===== config.mk =====
export PLATFORM = sky130hd
export DESIGN_NAME = page_replacement_ref_aging_flat
export DESIGN_NICKNAME = d
export VERILOG_FILES = /design/src/pcra_pkg.sv /design/src/pcra_in_if.sv /design/src/pcra_out_if.sv /design/src/pcra_cell.sv /design/src/page_replacement_ref_aging.sv /design/src/flat_wrapper.sv
export SDC_FILE = /design/constraint.sdc
export NUM_CORES = 2
export LEC_CHECK = 0
export BUFFER_PORTS_ARGS = -buffer_cell sky130_fd_sc_hd__buf_2
export CORE_UTILIZATION = 40
export CTS_CLUSTER_SIZE = 40
export DETAILED_ROUTE_END_ITERATION = 8
export SLEW_MARGIN = 30
export SYNTH_ARGS = -nofsm -noshare
export SYNTH_HDL_FRONTEND = slang
export SYNTH_SLANG_ARGS = --single-unit

===== constraint.sdc =====
create_clock -name clk -period 2.6 [get_ports clk]
set_input_delay 0.78 -clock clk [delete_from_list [all_inputs] [get_ports clk]]
set_output_delay 0.78 -clock clk [all_outputs]
set_load 0.02 [all_outputs]

===== src/pcra_pkg.sv =====
`timescale 1ns / 1ps
package pcra_pkg;

	localparam int FRAMES_DEF   = 8;
	localparam int AGE_BITS_DEF = 16;
	localparam int PAGE_W       = 16;
	localparam int FRAME_W      = 3;
	localparam int IDX_MAX_W    = 6;
	localparam int AGE_MAX_W    = 32;

	typedef enum logic [1:0] {
		ST_IDLE,
		ST_SCAN,
		ST_WAIT
	} pcra_state_t;

	// search word handed from cell to cell
	typedef struct packed {
		logic                 vld;
		logic [PAGE_W-1:0]    page;
		logic                 hit;
		logic [IDX_MAX_W-1:0] hit_idx;
		logic                 vic_found;
		logic [IDX_MAX_W-1:0] vic_idx;
		logic [AGE_MAX_W-1:0] vic_age;
		logic [PAGE_W-1:0]    vic_page;
		logic                 glob_found;
		logic [IDX_MAX_W-1:0] glob_idx;
		logic [AGE_MAX_W-1:0] glob_age;
		logic [PAGE_W-1:0]    glob_page;
	} pcra_tok_t;

	// update broadcast to every cell
	typedef struct packed {
		logic                 en;
		logic                 hit;
		logic                 full;
		logic [IDX_MAX_W-1:0] idx;
		logic [IDX_MAX_W-1:0] glob_idx;
		logic [PAGE_W-1:0]    page;
	} pcra_cmt_t;

endpackage


===== src/pcra_in_if.sv =====
`timescale 1ns / 1ps
interface pcra_in_if;
	import pcra_pkg::*;
	logic              valid;
	logic              ready;
	logic [PAGE_W-1:0] page;

	modport source (output valid, output page, input ready);
	modport sink (input valid, input page, output ready);
endinterface


===== src/pcra_out_if.sv =====
`timescale 1ns / 1ps
interface pcra_out_if;
	import pcra_pkg::*;
	logic               valid;
	logic               ready;
	logic               hit;
	logic [FRAME_W-1:0] frame;
	logic               evicted_valid;
	logic [PAGE_W-1:0]  evicted_page;

	modport source (output valid, output hit, output frame, output evicted_valid,
		output evicted_page, input ready);
	modport sink (input valid, input hit, input frame, input evicted_valid,
		input evicted_page, output ready);
endinterface


===== src/pcra_cell.sv =====
`timescale 1ns / 1ps
module pcra_cell import pcra_pkg::*; #(
	parameter int AGE_BITS = AGE_BITS_DEF,
	parameter int IDX      = 0
) (
	input  logic      clk,
	input  logic      arst_n,
	input  pcra_tok_t tok_in,
	output pcra_tok_t tok_out,
	input  pcra_cmt_t cmt
);

	localparam logic [AGE_BITS-1:0] AGE_TOP = {AGE_BITS{1'b1}};
	localparam logic [IDX_MAX_W-1:0] MY_IDX = IDX_MAX_W'(IDX);

	logic [PAGE_W-1:0]    page_q;
	logic [AGE_BITS-1:0]  age_q;
	logic                 ref_q;
	logic                 filled_q;
	logic [AGE_MAX_W-1:0] age_ext;
	pcra_tok_t            tok_nxt;
	pcra_tok_t            tok_q;
	logic                 sel;
	logic                 gsel;
	logic                 fill_new;
	logic                 evict_here;
	logic                 filled_nxt;

	assign age_ext = AGE_MAX_W'(age_q);

	always_comb begin
		tok_nxt = tok_in;
		if (filled_q && !tok_in.hit && page_q == tok_in.page) begin
			tok_nxt.hit     = 1'b1;
			tok_nxt.hit_idx = MY_IDX;
		end
		if (!ref_q && (!tok_in.vic_found || age_ext > tok_in.vic_age)) begin
			tok_nxt.vic_found = 1'b1;
			tok_nxt.vic_idx   = MY_IDX;
			tok_nxt.vic_age   = age_ext;
			tok_nxt.vic_page  = page_q;
		end
		if (!tok_in.glob_found || age_ext > tok_in.glob_age) begin
			tok_nxt.glob_found = 1'b1;
			tok_nxt.glob_idx   = MY_IDX;
			tok_nxt.glob_age   = age_ext;
			tok_nxt.glob_page  = page_q;
		end
	end

	always_ff @(posedge clk or negedge arst_n) begin
		if (!arst_n) begin
			tok_q <= '0;
		end else begin
			tok_q <= tok_nxt;
		end
	end

	assign tok_out = tok_q;

	assign sel        = cmt.idx == MY_IDX;
	assign gsel       = cmt.glob_idx == MY_IDX;
	assign fill_new   = cmt.en && sel && !cmt.hit && !cmt.full;
	assign evict_here = cmt.en && sel && !cmt.hit && cmt.full;
	assign filled_nxt = filled_q || fill_new;

	always_ff @(posedge clk) begin
		if (fill_new || evict_here) begin
			page_q <= cmt.page;
		end
	end

	always_ff @(posedge clk or negedge arst_n) begin
		if (!arst_n) begin
			age_q    <= AGE_BITS'(1);
			ref_q    <= 1'b0;
			filled_q <= 1'b0;
		end else if (cmt.en) begin
			filled_q <= filled_nxt;
			if (cmt.hit && sel) begin
				ref_q <= 1'b1;
			end else if (fill_new) begin
				ref_q <= 1'b0;
			end else if (!cmt.hit && cmt.full && gsel) begin
				ref_q <= 1'b0;
			end
			if (evict_here) begin
				age_q <= AGE_BITS'(1);
			end else if (filled_nxt && age_q != AGE_TOP) begin
				age_q <= age_q + AGE_BITS'(1);
			end
		end
	end

endmodule


===== src/page_replacement_ref_aging.sv =====
`timescale 1ns / 1ps
// An accepted lookup word is registered, then walks the chain of frame cells
// one cell per cycle; the update is committed when the result register is
// free. A new lookup is taken only after the previous one has committed.
// Reset: all frames empty, ages 1, reference bits clear; page entries are
// left as they are until filled.
module page_replacement_ref_aging import pcra_pkg::*; #(
	parameter int FRAMES   = FRAMES_DEF,
	parameter int AGE_BITS = AGE_BITS_DEF
) (
	input  logic              clk,
	input  logic              arst_n,
	pcra_in_if.sink           lookup,
	pcra_out_if.source        result
);

	localparam int FILL_W = $clog2(FRAMES + 1);

	pcra_state_t        state_q;
	pcra_state_t        state_nxt;
	pcra_tok_t          tok [FRAMES+1];
	pcra_tok_t          launch_nxt;
	pcra_tok_t          launch_q;
	pcra_tok_t          end_q;
	pcra_cmt_t          cmt;
	logic [FILL_W-1:0]  fill_count_q;
	logic               full;
	logic               slot_free;
	logic               accept;
	logic               commit;
	logic [IDX_MAX_W-1:0] tgt_idx;
	logic [IDX_MAX_W-1:0] glob_idx;

	logic               out_vld_q;
	logic               out_hit_q;
	logic [FRAME_W-1:0] out_frame_q;
	logic               out_ev_q;
	logic [PAGE_W-1:0]  out_evp_q;

	assign full      = fill_count_q == FILL_W'(FRAMES);
	assign slot_free = !out_vld_q || result.ready;

	always_comb begin
		state_nxt    = state_q;
		lookup.ready = 1'b0;
		commit       = 1'b0;
		case (state_q)
			ST_IDLE: begin
				lookup.ready = 1'b1;
				if (lookup.valid) begin
					state_nxt = ST_SCAN;
				end
			end
			ST_SCAN: begin
				if (tok[FRAMES].vld) begin
					state_nxt = ST_WAIT;
				end
			end
			ST_WAIT: begin
				if (slot_free) begin
					commit    = 1'b1;
					state_nxt = ST_IDLE;
				end
			end
			default: begin
				state_nxt = ST_IDLE;
			end
		endcase
	end

	assign accept = lookup.valid && lookup.ready;

	always_ff @(posedge clk or negedge arst_n) begin
		if (!arst_n) begin
			state_q <= ST_IDLE;
		end else begin
			state_q <= state_nxt;
		end
	end

	always_comb begin
		launch_nxt      = '0;
		launch_nxt.vld  = accept;
		launch_nxt.page = lookup.page;
	end

	always_ff @(posedge clk or negedge arst_n) begin
		if (!arst_n) begin
			launch_q <= '0;
		end else begin
			launch_q <= launch_nxt;
		end
	end

	assign tok[0] = launch_q;

	for (genvar i = 0; i < FRAMES; i++) begin : g_cell
		pcra_cell #(
			.AGE_BITS (AGE_BITS),
			.IDX      (i)
		) u_cell (
			.clk     (clk),
			.arst_n  (arst_n),
			.tok_in  (tok[i]),
			.tok_out (tok[i+1]),
			.cmt     (cmt)
		);
	end

	always_ff @(posedge clk) begin
		if (tok[FRAMES].vld) begin
			end_q <= tok[FRAMES];
		end
	end

	assign glob_idx = end_q.glob_found ? end_q.glob_idx : '0;

	always_comb begin
		if (end_q.hit) begin
			tgt_idx = end_q.hit_idx;
		end else if (!full) begin
			tgt_idx = IDX_MAX_W'(fill_count_q);
		end else if (end_q.vic_found) begin
			tgt_idx = end_q.vic_idx;
		end else begin
			tgt_idx = glob_idx;
		end
	end

	assign cmt.en       = commit;
	assign cmt.hit      = end_q.hit;
	assign cmt.full     = full;
	assign cmt.idx      = tgt_idx;
	assign cmt.glob_idx = glob_idx;
	assign cmt.page     = end_q.page;

	always_ff @(posedge clk or negedge arst_n) begin
		if (!arst_n) begin
			fill_count_q <= '0;
		end else if (commit && !end_q.hit && !full) begin
			fill_count_q <= fill_count_q + FILL_W'(1);
		end
	end

	always_ff @(posedge clk or negedge arst_n) begin
		if (!arst_n) begin
			out_vld_q <= 1'b0;
		end else if (commit) begin
			out_vld_q <= 1'b1;
		end else if (result.ready) begin
			out_vld_q <= 1'b0;
		end
	end

	always_ff @(posedge clk) begin
		if (commit) begin
			out_hit_q   <= end_q.hit;
			out_frame_q <= tgt_idx[FRAME_W-1:0];
			out_ev_q    <= !end_q.hit && full;
			if (!end_q.hit && full) begin
				out_evp_q <= end_q.vic_found ? end_q.vic_page : end_q.glob_page;
			end else begin
				out_evp_q <= '0;
			end
		end
	end

	assign result.valid         = out_vld_q;
	assign result.hit           = out_hit_q;
	assign result.frame         = out_frame_q;
	assign result.evicted_valid = out_ev_q;
	assign result.evicted_page  = out_evp_q;

	a_fill_bound: assert property (@(posedge clk) disable iff (!arst_n)
		fill_count_q <= FILL_W'(FRAMES))
		else $error("fill count beyond frame count");

	a_load_from_wait: assert property (@(posedge clk) disable iff (!arst_n)
		$rose(result.valid) |-> $past(state_q == ST_WAIT))
		else $error("result word loaded outside the update cycle");

	a_evict_miss: assert property (@(posedge clk) disable iff (!arst_n)
		result.valid && result.evicted_valid |-> !result.hit)
		else $error("eviction reported on a hit");

	a_chain_idle: assert property (@(posedge clk) disable iff (!arst_n)
		state_q == ST_IDLE |-> !launch_q.vld && !tok[FRAMES].vld)
		else $error("search word in flight while idle");

endmodule


===== src/flat_wrapper.sv =====
// flat-port wrapper written by rule: the top's interface ports become plain ports
module page_replacement_ref_aging_flat import pcra_pkg::*;
#(
	parameter int FRAMES   = FRAMES_DEF,
	parameter int AGE_BITS = AGE_BITS_DEF
)
  (clk, arst_n, lookup_valid, lookup_page, lookup_ready, result_valid, result_hit, result_frame, result_evicted_valid, result_evicted_page, result_ready);
  pcra_in_if lookup_i ();
  pcra_out_if result_i ();
  input  logic clk;
  input  logic arst_n;
  input wire logic [$bits(lookup_i.valid)-1:0] lookup_valid;
  input wire logic [$bits(lookup_i.page)-1:0] lookup_page;
  output wire logic [$bits(lookup_i.ready)-1:0] lookup_ready;
  output wire logic [$bits(result_i.valid)-1:0] result_valid;
  output wire logic [$bits(result_i.hit)-1:0] result_hit;
  output wire logic [$bits(result_i.frame)-1:0] result_frame;
  output wire logic [$bits(result_i.evicted_valid)-1:0] result_evicted_valid;
  output wire logic [$bits(result_i.evicted_page)-1:0] result_evicted_page;
  input wire logic [$bits(result_i.ready)-1:0] result_ready;
  assign lookup_i.valid = lookup_valid;
  assign lookup_i.page = lookup_page;
  assign lookup_ready = lookup_i.ready;
  assign result_valid = result_i.valid;
  assign result_hit = result_i.hit;
  assign result_frame = result_i.frame;
  assign result_evicted_valid = result_i.evicted_valid;
  assign result_evicted_page = result_i.evicted_page;
  assign result_i.ready = result_ready;
  page_replacement_ref_aging #(.FRAMES(FRAMES), .AGE_BITS(AGE_BITS)) u_core (.clk(clk), .arst_n(arst_n), .lookup(lookup_i), .result(result_i));
endmodule

Word-level counts from Yosys, hierarchy flattened
Cells that the tools add are included.
- eq/ne operators: 36
- multiplexer cells: 77
- add/sub/neg operators: 9
- reduce and logical (&&, ||, !) cells: 181
- magnitude comparators: 14
- operator list (cell ; count):
    55-bit 2-to-1 mux ; 15
    16-bit by 32-bit greater-than comparator with 1-bit output ; 13
    16-bit 2-to-1 mux ; 17
    16-bit by 1-bit adder with 16-bit output, second input constant ; 8
    16-bit equality test ; 8
    16-bit inequality test, second input constant ; 8
    1-bit logical AND ; 82
    7-bit 2-to-1 mux ; 8
    6-bit by 3-bit equality test with 1-bit output, second input constant ; 8
    2-bit AND reduction ; 16
    1-bit logical NOT ; 31
    1-bit logical OR ; 31
    1-bit 2-to-1 mux ; 29
    6-bit by 2-bit equality test with 1-bit output, second input constant ; 4
    6-bit 2-to-1 mux ; 4
    3-bit nonzero test ; 8
    2-bit nonzero test ; 9
    16-bit greater-than comparator ; 1
    6-bit by 1-bit equality test with 1-bit output, second input constant ; 2
    6-bit logical NOT ; 2
    2-bit 2-to-1 mux ; 3
    2-bit one-hot mux with 3 select lines ; 1
    4-bit by 1-bit adder with 4-bit output, second input constant ; 1
    4-bit equality test, second input constant ; 1
    6 further kinds ; 7
- register bits after elaboration: 1372
- word-level logic and storage cells: 460

Longest topological paths before layout
- depth after elaboration: 12
- mapped depth: 12
- depth with buffers taken out: 11

By module
From an unflattened synthesis, not the netlist that was laid out.
- cells, all modules: 5227
- area, all modules: 64237.9 um2
- modules (own cells, without submodules) (module ; area an instance (um2) ; cells each ; instances):
    pcra_cell (u_core.g_cell[5].u_cell ...) ; 8007.7 ; 726 ; 2
    pcra_cell (u_core.g_cell[3].u_cell) ; 8039.0 ; 727 ; 1
    pcra_cell (u_core.g_cell[7].u_cell) ; 7743.7 ; 686 ; 1
    pcra_cell (u_core.g_cell[0].u_cell) ; 7204.4 ; 538 ; 1
    pcra_cell (u_core.g_cell[4].u_cell) ; 7143.1 ; 541 ; 1
    pcra_cell (u_core.g_cell[2].u_cell) ; 7075.5 ; 535 ; 1
    pcra_cell (u_core.g_cell[1].u_cell) ; 7051.8 ; 536 ; 1
    page_replacement_ref_aging ; 3965.1 ; 212 ; 1

Worst setup path before layout
Ideal clock, no wire load.
- path type: register to register
- from: register u_core.fill_count_q[1]
- to: register u_core.g_cell[5].u_cell.page_q[0], enable pin
- path buffers: 1
- data required time: 2212 ps
- path slack: -215 ps
- arrival time: 2427 ps
- stages on the path, launching flop included: 10
- period minus slack after synthesis: 2815 ps
- cell sequence: dfrtp_1 > inv_1 > ha_1 > nand4bb_1 > buf_4 > nand2_2 > nand2_2 > inv_2 > nand2_1 > nor2_1
- RTL lines (what ; RTL line ; source):
    start, declared ; page_replacement_ref_aging.sv:26 ; logic [FILL_W-1:0] fill_count_q;
    start signal, assigned ; page_replacement_ref_aging.sv:141 ; fill_count_q <= fill_count_q + FILL_W'(1);
    end signal, assigned ; pcra_cell.sv:69 ; page_q <= cmt.page;
    end, declared ; pcra_cell.sv:16 ; logic [PAGE_W-1:0] page_q;

Worst setup path after layout
- from: register u_core.fill_count_q[1]
- to: register u_core.g_cell[0].u_cell.age_q[9]
- cells in the longest elaborated chain, start to end: 11
- elaborated cells between the ends (all ways): 14
- ends and longest elaborated chain (what ; RTL line ; source):
    4-bit equality test ; page_replacement_ref_aging.sv:40 ; assign full = fill_count_q == FILL_W'(FRAMES);
    6-bit 2-to-1 mux ; page_replacement_ref_aging.sv:121 ; end else if (!full) begin
    6-bit 2-to-1 mux ; page_replacement_ref_aging.sv:119 ; if (end_q.hit) begin
    6-bit logical NOT ; pcra_cell.sv:61 ; assign sel = cmt.idx == MY_IDX;
    1-bit logical AND (2 in series) ; pcra_cell.sv:63, pcra_cell.sv:64 ;
    1-bit logical AND ; pcra_cell.sv:63 ; assign fill_new = cmt.en && sel && !cmt.hit && !cmt.full;
    1-bit logical OR ; pcra_cell.sv:65 ; assign filled_nxt = filled_q || fill_new;
    1-bit logical AND ; pcra_cell.sv:89 ; end else if (filled_nxt && age_q != AGE_TOP) begin
    2-bit nonzero test (no line) ; - ;
    2-bit AND reduction (no line) ; - ;
    end signal, assigned ; pcra_cell.sv:90 ; age_q <= age_q + AGE_BITS'(1);
    end, declared ; pcra_cell.sv:17 ; logic [AGE_BITS-1:0] age_q;
Several ways; a longest one is shown, not always the timed one.
A chain may end at the register's enable or synchronous reset.

==> reports/qor.csv <==
stage;metric;value;unit
clock_tree;clk_pin_slew;0.07;ns
yosys;ys_top_cells_by_area;dfrtp_1 46%, edfxtp_1 14%, mux2_2 8.6%, ha_1 6.4%, xor2_1 2.4%;
sta;setup_violations;91;
global_routing;grt_pass1_vias;29398;
global_routing;track_usage;0.199;
routing;drc;0;
min_path;hold_path.class;in2reg;
sta;rsz0062_at_grt;true;
clock_tree;clockRootBuffer;clkbuf_16;
routing;detail-route-antenna-nets;0;
cells_and_area;nets;4279;
clock_tree;ctsLongestPathBuffers;3;
sta;fmax;0.373;GHz
run;cap_violations;0;
floorplanning;start_util;0.405;
placed_design;dp_hpwl;82800;um
yosys;synth_seq_cells;1068;
yosys;synthDistinctLibCells;86;
floorplanning;core_area;0.113;mm2
global_routing;grt_pass1_wl;178000;um
sta;hold_viol;0;
clock_tree;cts_buffers;106;
worst_setup_path;required;3.21;ns
status;status;finished with violations;
cells_and_area;seqCellArea;0.0278;mm2
clock_tree;clk_latency;0.68;ns
sta;report.final.slew_viol_count;0;
floorplanning;dieArea;0.116;mm2
yosys;yosysSeqAreaShare;0.607;
routing;drt_iter0_drc;2024;
sta;fin_crit_sh;1.03;
floorplanning;io_pins;43;
yosys;syn_area;0.0458;mm2
cells_and_area;syn_to_final_growth;24.7;%
yosys;synth_cells;3544;
routing;dr.pass1.iters;8;
worst_setup_path;path_max_fanout;7;
sta;finClkSkew;0.0214;ns
worst_setup_path;cp.arrival;3.29;ns
yosys;ys.flop_type;dfrtp_1;
placed_design;pre_cts_slack;-0.365;ns
floorplanning;die_h;340;um
yosys;synth.avg_cell_area;12.9;um2
pwr;power_density;746;mW/mm2
floorplanning;die_w;340;um
cells_and_area;fill_cells;9569;
clock_tree;cts_tree;done;
floorplanning;row_count;123;
routing;vias_per_cell;5.12;
yosys;netlist.area_leader.share;0.465;
placed_design;portBuffers;42;
global_routing;grt_start_max_net_pins;132;
placed_design;gp_congestion;0.908;
sta;period_minus_slack;2.68;ns
routing;wirelength;117000;um
pwr;leakage;25.4;nW
global_routing;grt_overflow_total;0;
worst_setup_path;crit_type;reg2reg;
sta;slew_headroom;0.475;
clock_tree;htree_levels;3;
sta;whs;0.210;ns
yosys;ys_async_sr_fraction;0.804;
cells_and_area;drive_above_1_share;0.293;
worst_setup_path;end_kind;register;
sta;worst_slack;-0.0821;ns
clock_tree;cts.sinks;1068;
yosys;yosysWarnings;0;
routing;avgRoutedWirePerCell;20.8;um
worst_setup_path;cp-start-kind;register;
cells_and_area;multi_input_area;0.0182;mm2
global_routing;grt_antenna_before_repair;3;
sta;worstMarginPinSlew;0.787;ns
pwr;ir_worst_vdd;0.557;mV
yosys;synth_edf_count;209;
routing;via_count;28788;
yosys;synth_area_leader_cell;dfrtp_1;
status;violations;negative setup slack;
state kept, by name, indices dropped and copies added (netlist names):
name,flops
u_core.end_q,43
u_core.result.evicted_page,16
u_core.cmt,17
u_core.state_q,2
u_core.launch_q,17
u_core.g_cell.u_cell.ref_q,8
u_core.g_cell.u_cell.filled_q,8
u_core.result.valid,1
u_core.result.evicted_valid,1
u_core.g_cell.u_cell.tok_out,691
u_core.result.frame,3
u_core.fill_count_q,4
u_core.g_cell.u_cell.age_q,128
u_core.result.hit,1
u_core.g_cell.u_cell.page_q,128
logic make-up (layout without fill, tap and decap cells):
| kind of cell | after synthesis | in the layout | share of synthesized area |
|---|---|---|---|
| AOI/OAI and AO/OA | 422 | 422 | 0.0646 |
| adders and majority gates | 234 | 234 | 0.0639 |
| xor gates and xnor gates | 212 | 212 | 0.0405 |
| other | 1 | 10 | 0.0000819 |
| DFF | 1068 | 1068 | 0.607 |
| buffers and inverters | 352 | 918 | 0.0300 |
| muxes | 389 | 389 | 0.0945 |
| and+or+nand+nor | 866 | 866 | 0.0997 |
worst max-delay path, stage by stage, from the launching register on:
cell and delay (ns):
dfrtp_1 0.39, inv_2 0.08, ha_4 0.15, nand3b_4 0.13, a2111oi_4 0.40, buf_4 0.18
buf_6 0.10, a21oi_4 0.06, a2111o_1 0.52, or4_1 0.54, nand3_1 0.08
cell usage after synthesis (5+ instances only):
library cell	count
a2111oi_0	5
a211o_1	8
a211oi_1	18
a21o_1	29
a21oi_1	68
a221o_1	18
a31o_2	36
a31oi_1	14
and2_1	22
and3_1	55
and4_1	6
buf_2	28
clkbuf_1	63
dfrtp_1	851
dfstp_2	8
edfxtp_1	209
ha_1	234
inv_1	251
mux2_2	349
mux2i_1	40
nand2_1	145
nand2b_1	45
nand3_1	98
nand3b_1	5
nand4_1	91
nor2_1	185
nor2b_1	53
nor3_1	52
nor4_1	41
nor4b_1	11
o211ai_1	11
o21a_1	18
o21ai_0	110
o21ai_1	6
o22ai_1	8
o31ai_1	19
o41ai_1	12
or2_2	15
or3_1	9
or4_1	10
xnor2_1	88
xor2_1	124
final timing paths:
path	to	depth (start not counted)	start	slack [ns]
worst max register to register	u_core.g_cell[0].u_cell.age_q[9]	10	u_core.fill_count_q[1]	-0.08
worst max-delay path	u_core.g_cell[0].u_cell.age_q[9]	10	u_core.fill_count_q[1]	-0.08
max in group asynchronous	u_core.g_cell[1].u_cell.tok_out[129]	3	arst_n	1.05
min in group asynchronous	u_core.g_cell[7].u_cell.tok_out[7]	2	arst_n	0.58
worst min register to register	u_core.g_cell[0].u_cell.tok_out[133]	0	u_core.launch_q[133]	0.34
worst min-delay path	u_core.launch_q[126]	1	lookup_page[9]	0.21
cell usage in the layout, fill, tap and decap left out, types with 13 or more instances in the layout:
master | Yosys | layout
a21o_1 | 29 | 27
a21oi_1 | 68 | 57
a221o_1 | 18 | 18
a31o_2 | 36 | 34
a31oi_1 | 14 | 13
and2_1 | 22 | 20
and3_1 | 55 | 53
buf_12 | 0 | 50
buf_2 | 28 | 41
buf_4 | 3 | 319
buf_6 | 1 | 26
bufinv_16 | 0 | 14
clkbuf_1 | 63 | 30
clkbuf_16 | 0 | 117
clkbuf_8 | 0 | 21
dfrtp_1 | 851 | 844
edfxtp_1 | 209 | 209
ha_1 | 234 | 218
ha_4 | 0 | 13
inv_1 | 251 | 246
mux2_2 | 349 | 207
mux2_4 | 0 | 142
mux2i_1 | 40 | 37
nand2_1 | 145 | 140
nand2b_1 | 45 | 44
nand3_1 | 98 | 92
nand4_1 | 91 | 91
nor2_1 | 185 | 177
nor2b_1 | 53 | 50
nor3_1 | 52 | 44
nor4_1 | 41 | 31
o21a_1 | 18 | 13
o21ai_0 | 110 | 91
o21ai_1 | 6 | 18
o31ai_1 | 19 | 15
or2_2 | 15 | 14
xnor2_1 | 88 | 86
xor2_1 | 124 | 124
power breakdown:
| group | total, W | switching (W) | internal, W | leakage (nW) |
|---|---|---|---|---|
| Combinational | 0.00730 | 0.00363 | 0.00367 | 10.9 |
| Clock | 0.0162 | 0.00644 | 0.00971 | 1.82 |
| Sequential | 0.0192 | 0.000780 | 0.0184 | 12.6 |
metrics by stage:
stage               total power (W)  instance area (um2)  std cells  utilization  TNS [ns]
floorplan                    0.0222                45900       3551            -     -5.80
global placement             0.0248                50700       5339        0.449    -31.05
detailed placement           0.0248                50700       5339        0.449    -39.46
CTS                          0.0417                55600       5579        0.492     -3.12
global route                 0.0442                57100       5617        0.506    -11.60
finish                       0.0426                57100       5619        0.506     -3.14
final cells by class:
| cell class | instances | area share |
|---|---|---|
| antenna | 2 | 0.0000876 |
| inverter | 255 | 0.0168 |
| clock inverter | 40 | 0.0107 |
| timing repair buffer | 463 | 0.0790 |
| tap | 1500 | 0.0329 |
| sequential | 1068 | 0.487 |
| clock buffer | 160 | 0.0548 |
| multi-input combinational | 2131 | 0.319 |
per-layer routing:
metal,routed length (um),global-route usage
met5,0,0
met4,3630,0.0590
met3,5200,0.0317
met2,53600,0.310
met1,54400,0.285
repair_timing:
action | 4_1_cts | 5_1_grt
buffers inserted | 29 | 31
hold endpoints to repair | 11 | 0
endpoints found under the setup margin | 384 | 406
pin swaps | 33 | 80
hold buffers | 1 | 0
gates resized for setup | 150 | 234
gates cloned | 11 | 9
Power figures use the tool's default switching activity.
